===== config.mk =====
export PLATFORM = sky130hd
export DESIGN_NAME = nla_cell
export DESIGN_NICKNAME = d
export VERILOG_FILES = /design/src/hdl/nla_pkg.sv /design/src/hdl/nla_cell.sv
export SDC_FILE = /design/constraint.sdc
export NUM_CORES = 1
export LEC_CHECK = 0
export ABC_CLOCK_PERIOD_IN_PS = 5100
export BUFFER_PORTS_ARGS = -buffer_cell sky130_fd_sc_hd__buf_2
export CORE_UTILIZATION = 45
export CTS_CLUSTER_SIZE = 12
export DETAILED_ROUTE_END_ITERATION = 10
export PLACE_DENSITY_LB_ADDON = 0.15
export SLEW_MARGIN = 20
export SYNTH_ARGS = -nofsm -noshare
export SYNTH_HDL_FRONTEND = slang
export SYNTH_SLANG_ARGS = --single-unit

===== constraint.sdc =====
create_clock -name clk -period 5.1 [get_ports clk]
set_clock_uncertainty 0.05 [all_clocks]
set_input_delay 0.255 -clock clk [delete_from_list [all_inputs] [get_ports clk]]
set_output_delay 0.255 -clock clk [all_outputs]
set_load 0.1 [all_outputs]

===== src/hdl/nla_pkg.sv =====
// Package for the nearest landmark association unit.
// Word types, field widths, function and status codes shared by all modules.
// No dependencies.
`default_nettype none

package nla_pkg;

  localparam int COORD_W = 20;
  localparam int ID_W    = 10;
  localparam int DIST_W  = 42;
  localparam int SQ_W    = 2 * COORD_W;
  localparam int FUNC_W  = 2;
  localparam int STAT_W  = 2;

  // Function codes of an input word
  localparam logic [FUNC_W-1:0] FN_CLEAR  = 2'd0;
  localparam logic [FUNC_W-1:0] FN_APPEND = 2'd1;
  localparam logic [FUNC_W-1:0] FN_QUERY  = 2'd2;

  // Status codes of a result word
  localparam logic [STAT_W-1:0] ST_OK    = 2'd0;
  localparam logic [STAT_W-1:0] ST_EMPTY = 2'd1;
  localparam logic [STAT_W-1:0] ST_FULL  = 2'd2;

  typedef struct packed {
    logic [FUNC_W-1:0]         func;
    logic signed [COORD_W-1:0] pos_x;
    logic signed [COORD_W-1:0] pos_y;
    logic [ID_W-1:0]           landmark_id;
  } in_word_t;

  typedef struct packed {
    logic [ID_W-1:0]   matched_id;
    logic [DIST_W-1:0] min_dist_sq;
    logic [STAT_W-1:0] status;
  } out_word_t;

  // One stored landmark
  typedef struct packed {
    logic signed [COORD_W-1:0] x;
    logic signed [COORD_W-1:0] y;
    logic [ID_W-1:0]           id;
  } lm_entry_t;

  // Control from the sequencer to the distance unit
  typedef struct packed {
    logic start;
    logic vld;
  } dist_ctrl_t;

  // Running best match held by the distance unit
  typedef struct packed {
    logic [DIST_W-1:0] dsq;
    logic [ID_W-1:0]   id;
  } dist_res_t;

  typedef enum logic [2:0] {
    S_IDLE,
    S_SCAN,
    S_DRAIN,
    S_DONE,
    S_HOLD
  } nla_state_t;

endpackage

`default_nettype wire


===== src/hdl/nla_cell.sv =====
// One cell of the landmark chain: holds a single landmark entry.
// Loads a new entry on append, otherwise takes its neighbour's entry on rotate.
// Depends on nla_pkg.
`default_nettype none

module nla_cell
  import nla_pkg::*;
(
  input  wire logic      clk,
  input  wire logic      wr_en,
  input  wire logic      shift_en,
  input  wire lm_entry_t wr_entry,
  input  wire lm_entry_t nbr_entry,
  output lm_entry_t      q
);

  lm_entry_t entry_r;

  // Load on append, rotate during a scan, hold otherwise
  always_ff @(posedge clk) begin
    if (wr_en) begin
      entry_r <= wr_entry;
    end else if (shift_en) begin
      entry_r <= nbr_entry;
    end
  end

  assign q = entry_r;

endmodule

`default_nettype wire


======== Word level (Yosys, flattened, before mapping) ========
Index checks and enable logic that the tools add are counted.
word-level totals
  bits in registers ....................... 50
  input port bits ......................... 103
  output and inout bits ................... 50
  logic and storage cells ................. 6
cells by class
  mux-type cells .......................... 2
  reductions and logical operators ........ 1
operators with widths
  cell               number
  $mux 50            2
  $reduce_bool 2->1  1

======== Depth between registers and ports, before layout ========
  depth in word-level cells ............... 2
  gate-level depth with buffers ........... 3
  depth with buffers taken out ............ 1

======== Least setup slack after synthesis ========
Ideal clock, no wire load.
  path type ............................... in2reg
  from .................................... input wr_en
  to ...................................... register entry_r (netlist bit q[0]), enable pin
  library setup time ...................... 0.410 ns
  data arrival time ....................... 1.686 ns
  data required time ...................... 4.640 ns
  slack ................................... 2.954 ns
  stages .................................. 3
  path buffers ............................ 2
  path through ............................ buf_6 > buf_12 > or2_1
between the ends
  longest elaborated chain between the ends .. 1
ends and longest elaborated chain
  element                      RTL line        text
  from (decl)                  nla_cell.sv:10  input wire logic wr_en,
  $reduce_bool 2->1 (no line)  n/a
  to (signal assigned)         nla_cell.sv:22  entry_r <= wr_entry;
  to (signal assigned)         nla_cell.sv:24  entry_r <= nbr_entry;
  to (decl)                    nla_cell.sv:17  lm_entry_t entry_r;
Every way passes these cells.
A chain may end at the register's enable or synchronous reset.

======== Worst setup path after layout ========
  from .................................... input wr_en
  to ...................................... register entry_r (netlist bit q[25]), enable pin
The elaborated chain is that of the path after synthesis.

==> metrics.md <==
| Metric | Value |
|---|---|
| # clock sinks | `50` |
| DR DRC count | `0` |
| Setup TNS | `0 ns` |
| Power Density | `393 nW/um^2` |
| CP max-delay cell | `or2_4` |
| ANT cells | `0` |
| Post-CTS Resized | `0` |
| Total global routing overflow | `0` |
| Standard-cell rows | `26` |
| Half-perimeter wire length after detailed placement | `3260 um` |
| # hold bufs at CTS | `0` |
| Initial antenna violation count | `0` |
| Comb power frac | `38.2%` |
| Fin crit period | `1.87 ns` |
| Total CTS buffers | `5` |
| Hold/Removal Path Class | `input pin to flop` |
| Longest Clk Path Bufs | `2` |
| Final setup fails | `0` |
| Max-capacitance violation count | `0` |
| Clock slew at reported path FFs | `0.09 ns` |
| Sw frac | `40.6%` |
| Slowest stage delay, CP | `0.70 ns` |
| CTS tree | `done` |
| Initial Utilization | `46.6%` |
| Die ar. | `5550 um^2` |
| Die Ht | `74.5 um` |
| Int Power | `0.751 mW` |
| Postcts setup bufs | `0` |
| Final Hold Viols | `0` |
| Slew headroom | `42.0%` |
| Wirelength per Cell | `13.3 um` |
| Syn-to-layout area delta | `36.2%` |
| Cell area after synthesis | `2370 um^2` |
| Sequential share of power | `40.6%` |
| Vias in the first global route | `1353` |
| First-pass GRT wire length | `5900 um` |
| Clock power frac | `21.2%` |
| Final WL | `4410 um` |
| DR iter-0 viols | `42` |
| Worst hold slack | `0.204 ns` |
| Core ar. | `5070 um^2` |
| Post-synthesis sequential area ratio | `63.5%` |
| Router iterations before antenna repair | `4` |
| Worst-path maximum fanout | `51` |
| RSZ-0062 raised after global routing | `no` |
| Post-synthesis cell type count | `6` |
| Total GRT Usage | `14.7%` |
| Pin count of the biggest net entering global routing | `52` |
| CP Class | `input pin to flop` |
| CP Capture Type | `flop` |
| VDD IR max | `0.194 mV` |
| Actual slew at the worst max-slew pin | `0.871 ns` |
| Remaining antenna violation count after routing | `0` |
| Largest register FFs | `50` |
| H-Tree Depth | `2` |
| Final cell count without fillers | `332` |
| Gpl congestion | `0.677` |
| Via Count | `1526` |
| Final nets | `364` |
| Number of synthesized register bits | `50` |
| IO buf count | `152` |
| Cell count after synthesis | `107` |
| Worst EP required | `4.99 ns` |
| Fmax | `0.536 GHz` |
| Synthesized net count | `210` |
| WHS Endpoint | `q[30]` |
| Final Max Tran Viols | `0` |
| CP startpoint kind | `input pin` |
| HP Start | `nbr_entry[30]` |
| Synthesized area per cell | `22.1 um^2` |
| Post-layout util | `63.5%` |
| P_leak | `1.58 nW` |
| Clock root buffer | `clkbuf_8` |
| Placed cells | `324` |
| Final Cycle Share | `36.6%` |
| Worst path cell trace | `buf_2 > buf_4 > or2_4` |
| Share of cells above drive strength 1 | `80.9%` |
| I/O pin cnt | `153` |
| Critical Path AT | `1.75 ns` |
| Status | `finished clean` |
| Yosys synthesis warning count | `0` |
| Die width | `74.5 um` |
| Vias/cell | `4.60` |
| Psw | `0.514 mW` |
| Hold Path Stages | `2` |
==> stage by stage <==
stage	power (mW)	setup WS [ns]	area, um^2
after detailed placement	1.01	2.55	3110
final	1.27	3.23	3220
after CTS	1.28	2.88	3220
after global placement	1.00	2.60	3110
after floorplan	0.930	2.95	2370
after global routing	1.31	3.14	3220
==> Yosys cell counts, drive strengths merged <==
cell type   n  area (um^2)
buf         6          111
edfxtp     50         1500
mux2       50          747
or2         1         6.26
==> power groups by stage <==
stage | clock [mW] | sequential, mW | combinational, mW
2_1_floorplan | 0 | 0.856 | 0.0743
3_3_place_gp | 0 | 0.522 | 0.483
3_5_place_dp | 0 | 0.524 | 0.485
4_1_cts | 0.277 | 0.515 | 0.486
5_1_grt | 0.288 | 0.519 | 0.498
6_report | 0.268 | 0.514 | 0.483
==> placed cells by master, fill, tap and decap left out <==
| master | n |
|---|---|
| buf_2 | 152 |
| edfxtp_1 | 50 |
| mux2_4 | 49 |
| clkbuf_8 | 5 |
| clkinv_2 | 2 |
| or2_4 | 1 |
| mux2_2 | 1 |
| bufinv_16 | 1 |
| buf_4 | 1 |
==> cell type report <==
| type | count | area [um^2] |
|---|---|---|
| flip-flops and latches | 50 | 1500 |
| well taps | 70 | 87.6 |
| clock inverters | 3 | 40.0 |
| clock buffers | 5 | 68.8 |
| multi-input cells | 51 | 756 |
| repair buffers | 153 | 768 |
| fillers | 406 | 1850 |
==> cells by family (layout without fill, tap and decap cells) <==
logic type    Yosys count  count (layout)  share of synthesized area, %
simple gates            1               1                         0.265
flops                  50              50                          63.5
mux                    50              50                          31.6
buf+inv                 6             161                          4.71
==> layer usage <==
metal	track usage, %	wire length, um	up-vias	share of wire [%]
li1	-	-	723	-
met1	15.3	1610	703	37
met2	25.7	2200	93	50
met3	5.83	520	7	12
met4	7.55	75	0	1.7
met5	0	0	-	0
==> worst max-delay path by stage <==
stage	startpoint	to	slack, ns	cells past startpoint
5_1_grt	wr_en	q[17]	3.14	3
3_5_place_dp	wr_en	q[49]	2.55	3
2_1_floorplan	wr_en	q[0]	2.95	3
3_3_place_gp	wr_en	q[24]	2.60	3
6_report	wr_en	q[25]	3.23	3
4_1_cts	wr_en	q[28]	2.88	3
==> critical path: cells and delay by family <==
family / cells / cell delay, ns
and+or+nand+nor: 1 / 0.70
buffers and inverters: 2 / 0.76
(Power assumes the default switching activity.)
