$ cat src/hdl/nla_pkg.sv
// Package for the nearest landmark association unit.
// Word types, field widths, function and status codes shared by all modules.
// No dependencies.
`default_nettype none

package nla_pkg;

  localparam int COORD_W = 20;
  localparam int ID_W    = 10;
  localparam int DIST_W  = 42;
  localparam int SQ_W    = 2 * COORD_W;
  localparam int FUNC_W  = 2;
  localparam int STAT_W  = 2;

  // Function codes of an input word
  localparam logic [FUNC_W-1:0] FN_CLEAR  = 2'd0;
  localparam logic [FUNC_W-1:0] FN_APPEND = 2'd1;
  localparam logic [FUNC_W-1:0] FN_QUERY  = 2'd2;

  // Status codes of a result word
  localparam logic [STAT_W-1:0] ST_OK    = 2'd0;
  localparam logic [STAT_W-1:0] ST_EMPTY = 2'd1;
  localparam logic [STAT_W-1:0] ST_FULL  = 2'd2;

  typedef struct packed {
    logic [FUNC_W-1:0]         func;
    logic signed [COORD_W-1:0] pos_x;
    logic signed [COORD_W-1:0] pos_y;
    logic [ID_W-1:0]           landmark_id;
  } in_word_t;

  typedef struct packed {
    logic [ID_W-1:0]   matched_id;
    logic [DIST_W-1:0] min_dist_sq;
    logic [STAT_W-1:0] status;
  } out_word_t;

  // One stored landmark
  typedef struct packed {
    logic signed [COORD_W-1:0] x;
    logic signed [COORD_W-1:0] y;
    logic [ID_W-1:0]           id;
  } lm_entry_t;

  // Control from the sequencer to the distance unit
  typedef struct packed {
    logic start;
    logic vld;
  } dist_ctrl_t;

  // Running best match held by the distance unit
  typedef struct packed {
    logic [DIST_W-1:0] dsq;
    logic [ID_W-1:0]   id;
  } dist_res_t;

  typedef enum logic [2:0] {
    S_IDLE,
    S_SCAN,
    S_DRAIN,
    S_DONE,
    S_HOLD
  } nla_state_t;

endpackage

`default_nettype wire

$ cat src/hdl/nla_dist.sv
// Squared distance and running minimum for the landmark at the chain head.
// Three stages: absolute difference, squares, sum and compare.
// Depends on nla_pkg.
`default_nettype none

module nla_dist
  import nla_pkg::*;
(
  input  wire logic                      clk,
  input  wire logic                      rst_n,
  input  wire dist_ctrl_t                ctrl,
  input  wire logic signed [COORD_W-1:0] obs_x,
  input  wire logic signed [COORD_W-1:0] obs_y,
  input  wire lm_entry_t                 lm,
  output dist_res_t                      res
);

  logic signed [COORD_W:0] dx, dy, ndx, ndy;
  logic [COORD_W-1:0]      adx, ady;
  logic [COORD_W-1:0]      adx_r, ady_r;
  logic [SQ_W-1:0]         sqx_r, sqy_r;
  logic [ID_W-1:0]         id1_r, id2_r;
  logic                    v1_r, v2_r;
  logic [DIST_W-1:0]       sum;
  logic [DIST_W-1:0]       best_r;
  logic [ID_W-1:0]         best_id_r;

  // Stage 1: exact differences and their magnitudes
  always_comb begin
    dx  = (COORD_W+1)'(obs_x) - (COORD_W+1)'(lm.x);
    dy  = (COORD_W+1)'(obs_y) - (COORD_W+1)'(lm.y);
    ndx = -dx;
    ndy = -dy;
    adx = dx[COORD_W] ? ndx[COORD_W-1:0] : dx[COORD_W-1:0];
    ady = dy[COORD_W] ? ndy[COORD_W-1:0] : dy[COORD_W-1:0];
  end

  // Valid flags for the two pipeline stages
  always_ff @(posedge clk) begin
    if (!rst_n) begin
      v1_r <= 1'b0;
      v2_r <= 1'b0;
    end else begin
      v1_r <= ctrl.vld;
      v2_r <= v1_r;
    end
  end

  // Stage registers: magnitudes, then squares
  always_ff @(posedge clk) begin
    adx_r <= adx;
    ady_r <= ady;
    id1_r <= lm.id;
    sqx_r <= adx_r * adx_r;
    sqy_r <= ady_r * ady_r;
    id2_r <= id1_r;
  end

  assign sum = DIST_W'(sqx_r) + DIST_W'(sqy_r);

  // Keep the strictly smaller distance so the earliest entry wins a tie
  always_ff @(posedge clk) begin
    if (ctrl.start) begin
      best_r    <= '1;
      best_id_r <= '0;
    end else if (v2_r && (sum < best_r)) begin
      best_r    <= sum;
      best_id_r <= id2_r;
    end
  end

  assign res.dsq = best_r;
  assign res.id  = best_id_r;

endmodule

`default_nettype wire

$ cat config.mk
export PLATFORM = sky130hd
export DESIGN_NAME = nla_dist
export DESIGN_NICKNAME = d
export VERILOG_FILES = /design/src/hdl/nla_pkg.sv /design/src/hdl/nla_dist.sv
export SDC_FILE = /design/constraint.sdc
export NUM_CORES = 2
export LEC_CHECK = 0
export ABC_AREA = 1
export BUFFER_PORTS_ARGS = -buffer_cell sky130_fd_sc_hd__buf_4
export CELL_PAD_IN_SITES_DETAIL_PLACEMENT = 1
export CELL_PAD_IN_SITES_GLOBAL_PLACEMENT = 1
export CORE_ASPECT_RATIO = 1.5
export CORE_MARGIN = 2
export CORE_UTILIZATION = 39
export DETAILED_ROUTE_END_ITERATION = 10
export GPL_TIMING_DRIVEN = 1
export MAX_ROUTING_LAYER = met4
export PLACE_DENSITY_LB_ADDON = 0.1
export SYNTH_ARGS = -nofsm -noshare
export SYNTH_HDL_FRONTEND = slang
export SYNTH_SLANG_ARGS = --single-unit
export TNS_END_PERCENT = 5
$ cat constraint.sdc
create_clock -name clk -period 7.6 [get_ports clk]
set_input_delay 1.52 -clock clk [delete_from_list [all_inputs] [get_ports clk]]
set_output_delay 1.52 -clock clk [all_outputs]
set_load 0.05 [all_outputs]
# == Word level (Yosys, flattened, before mapping) ==
# Cells that the tools add are included.
# word_totals
regBits,194
inputBits,94
# op_classes
add_sub_neg,5
multipliers,2
magnitude_cmp,1
n_reduce_logical,1
mux,2
# ops
cell,n
$mul A20 B20 Y40,2
$lt A41 B42 Y1,1
$sub A20 B20 Y21,2
$add A40 B40 Y41,1
$mux W20,2
$neg A20 Y20,2
$logic_and A1 B1 Y1,1

# == Longest topological paths before layout ==
# depth
word_depth,3
depth_mapped,29
mapped_depth_nobuf,28

# == Worst setup path before layout ==
# Ideal clock, no wire load.
# synth_path
path_type,reg2reg
startpoint,register ady_r[10]
endpoint,register sqy_r[27]
setup_ns,0.112
synth_period_minus_slack_ns,6.488
n_path_buf,2
path_stages_with_launch,30
t_required_ns,7.488
t_arrival_ns,6.376
slack_ns,1.112
cell_sequence,dfxtp_1 -> clkbuf_1 -> clkbuf_1 -> nand2_1 -> fa_1 -> inv_1 -> fa_1 -> inv_1 -> fa_1 -> inv_1 -> fa_1 -> inv_1 -> fa_1 -> inv_1 -> fa_1 -> inv_1 -> fa_1 -> inv_1 -> ha_1 -> a21oi_1 -> inv_1 -> a21oi_1 -> o21ai_0 -> a21oi_1 -> o21ai_1 -> nand2_1 -> inv_1 -> nor2_1 -> or2_1 -> nand2_1
# synth_between
elab_chain_cells,1
# synth_rtl
element,line,text
"start, declared",nla_dist.sv:20,"logic [COORD_W-1:0] adx_r, ady_r;"
"start signal, assigned",nla_dist.sv:52,ady_r <= ady;
$mul A20 B20 Y40,nla_dist.sv:55,sqy_r <= ady_r * ady_r;
"end signal, assigned",nla_dist.sv:55,
"end, declared",nla_dist.sv:21,"logic [SQ_W-1:0] sqx_r, sqy_r;"
# No other way between the ends.
# A chain may end at the register's enable or synchronous reset.

# == Worst setup path in the final report ==
# layout_path
startpoint,register adx_r[7]
endpoint,register sqx_r[30]
# layout_between
elab_chain_cells,1
# layout_rtl
element,line,text
"start, declared",nla_dist.sv:20,
"start signal, assigned",nla_dist.sv:51,adx_r <= adx;
$mul A20 B20 Y40,nla_dist.sv:54,sqx_r <= adx_r * adx_r;
"end signal, assigned",nla_dist.sv:54,
"end, declared",nla_dist.sv:21,
# No other way between the ends.

==> summary.md <==
| Metric | Value |
|---|---|
| Multi-input logic area | 0.0271 mm² |
| Avg Cell Area, Syn | 7.67 µm² |
| Final hold viol count | 0 |
| Number of I/O port buffers | between 100 and 150 |
| WP data arrival | 7.33 ns |
| Clock latency on the worst-skew pair | 0.53 ns |
| Cell variety after synth | 51 |
| Final estimated routing congestion in global placement | 0.898 |
| Core footprint | 0.0915 mm² |
| Min-Delay Path Class | reg2reg |
| Flip-flop cell with the highest count after synthesis | sky130_fd_sc_hd__dfxtp_1 |
| CTS Root Cell | sky130_fd_sc_hd__clkbuf_16 |
| Area growth syn-to-layout | 8.83% |
| Destination of the worst register-to-register timing path | sqx_r[30]$_DFF_P_ |
| Sequential cell area fraction in the yosys report | 10.7% |
| Critical path type | reg2reg |
| Total length of routed wires | ~110000 µm |
| # H-tree levels | 4 |
| Count of pins on the block boundary | approximately 150 |
| Most frequent cells after synthesis | sky130_fd_sc_hd__inv_1 (1216), sky130_fd_sc_hd__nand2_1 (1026), sky130_fd_sc_hd__fa_1 (558), sky130_fd_sc_hd__ha_1 (427), sky130_fd_sc_hd__nor2_1 (295) |
| Most frequent cell on the critical path | sky130_fd_sc_hd__fa_1 |
| Slowest cell on the critical path | sky130_fd_sc_hd__dfxtp_1 |
| Post_cts resized | 0 |
| Final-layout setup total negative slack | 0 ns |
| Peak clock frequency supported by timing | 144 MHz |
| Total GRT Usage | 24.2% |
| Die width | 252 µm |
| Via Count | 29300 |
| Period Utilization, post-route | 91.1% |
| Minimum hold slack | 0.333 ns |
| Max cap viols | 0 |
| Delay contributed by the slowest stage of the critical path | 0.98 ns |
| Post-detailed-route DRC marker count | 0 |
| Worst-case clock skew | 0.0201 ns |
| Setup violators final | 0 |
| Unrepaired setup endpoints after global routing | no |
| Worst slew margin relative to its limit | 32.0% |
| Final max-slew violation count | 0 |
| Critical path required time | approximately 8 ns |
| First-pass GRT wire length | 173000 µm |
| TritonCTS clock tree | built |
| Setup crit start | adx_r[7]$_DFF_P_ |
| Reg area | 0.00384 mm² |
| Vias in the first global route | 33500 |
| R2R Path Start | adx_r[7]$_DFF_P_ |
| Initial standard-cell utilization of the core | 39.3% |
| Number of buffers on the longest clock path | 2 |
| Postcts setup bufs | 0 |
| Cells traversed along the worst timing path | nand2_1 > xor2_1 > ha_1 > o21bai_1 > fa_1 > inv_1 > fa_1 > inv_1 > fa_1 > fa_1 > fa_1 > fa_1 > ha_1 > nand2_1 > nor2_1 > inv_1 > nor2_1 > inv_1 > o21ai_0 > a21oi_1 > xor2_1 |
| Number of filler cells placed in the layout | between 10000 and 15000 |
| Worst reg2reg path depth | 21 |
| Ratio of routed vias to standard cells | 4.89 |
| Detailed-router iteration count before antenna repair | 4 |
| Smallest setup slack after layout | 0.673 ns |
| Largest cells by area after synthesis | sky130_fd_sc_hd__fa_1 (31%), sky130_fd_sc_hd__ha_1 (15%), sky130_fd_sc_hd__inv_1 (13%) |
| Largest fanout on the critical path | 22 |
| Number of warnings reported in the yosys synthesis log | 0 |
| Total nets after synthesis | 5765 |
| Shortest clock period the worst path allows after layout | 6.93 ns |
| Timing endpoint of the critical path | sqx_r[30]$_DFF_P_ |
| Die Ht | 376 µm |
| Kind of launch point of the worst setup path | flip-flop |
| Clock buffers created by TritonCTS | 17 |
| Netlist area before placement | 0.0359 mm² |
| Cell taking the most area after synthesis | sky130_fd_sc_hd__fa_1 |
| Ys async rst share | 0% |
| Total inserted antenna cells | 0 |
| Layout Nets | 5879 |
| Maximum number of pins on one net before global-route repair | between 40 and 50 |
| Worst Max-Slew Pin Slew | ~1 ns |
| Number of enable-type register cells in the synthesized netlist | 0 |
| # hold bufs at CTS | 0 |
| Worst setup slack after placement | 0.660 ns |
| Number of antenna violations at the first check in global routing | 1 |
| Wirelength per Cell | 17.6 µm |
| R2r setup slk | slightly below 0.7 ns |
| DP Wirelength | 94000 µm |
| Cells after Synth | 4686 |
| Result of the run | complete, no violations |
| Clock-pin slew of the registers on the worst-case setup and hold paths | 0.09 ns |
| Flop and latch count out of synthesis | 192 |
| Capturing element type of the critical path | flip-flop |
| Standard-cell rows | 136 |
| Clock sinks | 192 |
| Number of DRC markers in iteration 0 | 741 |
| GRT Residual Overflow | 0 |
| Share of the synthesized area in the top cell type | 31.1% |
| Dominant cell by count in the synthesized netlist | sky130_fd_sc_hd__inv_1 |
| Post-route antenna net violation count | 0 |
| Fraction of layout cells with a size suffix above 1 | 6.32% |
| Die footprint | ~0.095 mm² |
-- worst min-delay path by stage --
stage	start	depth (start not counted)	end
global route	id1_r[9]$_DFF_P_	0	id2_r[9]$_DFF_P_
global placement	id1_r[7]$_DFF_P_	0	id2_r[7]$_DFF_P_
finish	id1_r[9]$_DFF_P_	0	id2_r[9]$_DFF_P_
floorplan	id1_r[0]$_DFF_P_	0	id2_r[0]$_DFF_P_
CTS	id1_r[9]$_DFF_P_	0	id2_r[9]$_DFF_P_
detailed placement	id1_r[5]$_DFF_P_	0	id2_r[5]$_DFF_P_
-- through the flow --
stage,area [µm²],util (%),cells
after detailed placement,38500,42.0,5954
after floorplan,35900,-,4686
after global routing,39100,42.7,5986
after global placement,38500,42.0,5954
final,39100,42.7,5986
after CTS,39100,42.7,5986
-- per-layer routing --
layer	vias up	GRT usage (%)	part of all wire (%)
met3	177	1.97	1.8
met5	-	-	0
li1	14300	-	-
met1	14500	25.1	39
met2	355	46.7	55
met4	0	9.56	4.2
-- critical path: cells and delay by family (launching register included) --
kind	cells	cell delay (ns)
buffers and inverters	4	0.24
adder cells (fa/ha/maj)	8	3.59
flip-flops	1	0.98
XOR/XNOR	2	0.44
AO/OA/AOI/OAI	3	0.90
AND/OR/NAND/NOR	4	0.66
-- cell families after synthesis --
family	after synthesis	share of synthesized area, %
buffers and inverters	1320	13.9
xor gates and xnor gates	172	4.25
adders and majority gates	985	45.9
AOI/OAI and AO/OA	466	7.54
and+or+nand+nor	1551	17.7
DFF	192	10.7
-- state kept, by name (all words and copies together), names as in the netlist --
register and flops:
adx_r 20, ady_r 20, best_id_r 10, best_r 42
id1_r 10, id2_r 10, sqx_r 39, sqy_r 39
v1_r 1, v2_r 1
-- layout make-up --
type | count | area share, %
flip-flops and latches | 192 | 9.83
inverters | 1220 | 11.7
clock inverters | 15 | 0.569
multi-input cells | 3174 | 69.3
repair buffers | 195 | 3.74
well taps | 1173 | 3.75
clock buffers | 17 | 1.09
-- cells in the final DEF (no fill, tap or decap), types with 5 or more instances in the layout --
cell type                   count
sky130_fd_sc_hd__o21ai_1        9
sky130_fd_sc_hd__inv_1       1216
sky130_fd_sc_hd__a31oi_1       38
sky130_fd_sc_hd__nor2_2         8
sky130_fd_sc_hd__o211ai_1      24
sky130_fd_sc_hd__o2111ai_1      5
sky130_fd_sc_hd__nor3_1        17
sky130_fd_sc_hd__nand4_1       35
sky130_fd_sc_hd__o21a_1         7
sky130_fd_sc_hd__xnor2_1       43
sky130_fd_sc_hd__a21oi_2        5
sky130_fd_sc_hd__ha_1         427
sky130_fd_sc_hd__o21bai_1      22
sky130_fd_sc_hd__fa_1         558
sky130_fd_sc_hd__a21oi_1      191
sky130_fd_sc_hd__nand2_1     1026
sky130_fd_sc_hd__clkbuf_16     17
sky130_fd_sc_hd__inv_12         5
sky130_fd_sc_hd__a21boi_0       7
sky130_fd_sc_hd__nor2_1       295
sky130_fd_sc_hd__nand3b_1      12
sky130_fd_sc_hd__o21ai_0      114
sky130_fd_sc_hd__clkinv_8       5
sky130_fd_sc_hd__nand3_2       10
sky130_fd_sc_hd__nand3_1       94
sky130_fd_sc_hd__xor2_1       126
sky130_fd_sc_hd__nand2_2       21
sky130_fd_sc_hd__or2_2          6
sky130_fd_sc_hd__nor4_1        12
sky130_fd_sc_hd__dfxtp_1      192
sky130_fd_sc_hd__buf_4        195
sky130_fd_sc_hd__a21o_1        23
Power is not shown: default switching activity piles up to over one toggle a cycle in this logic, so the estimate is an artifact.
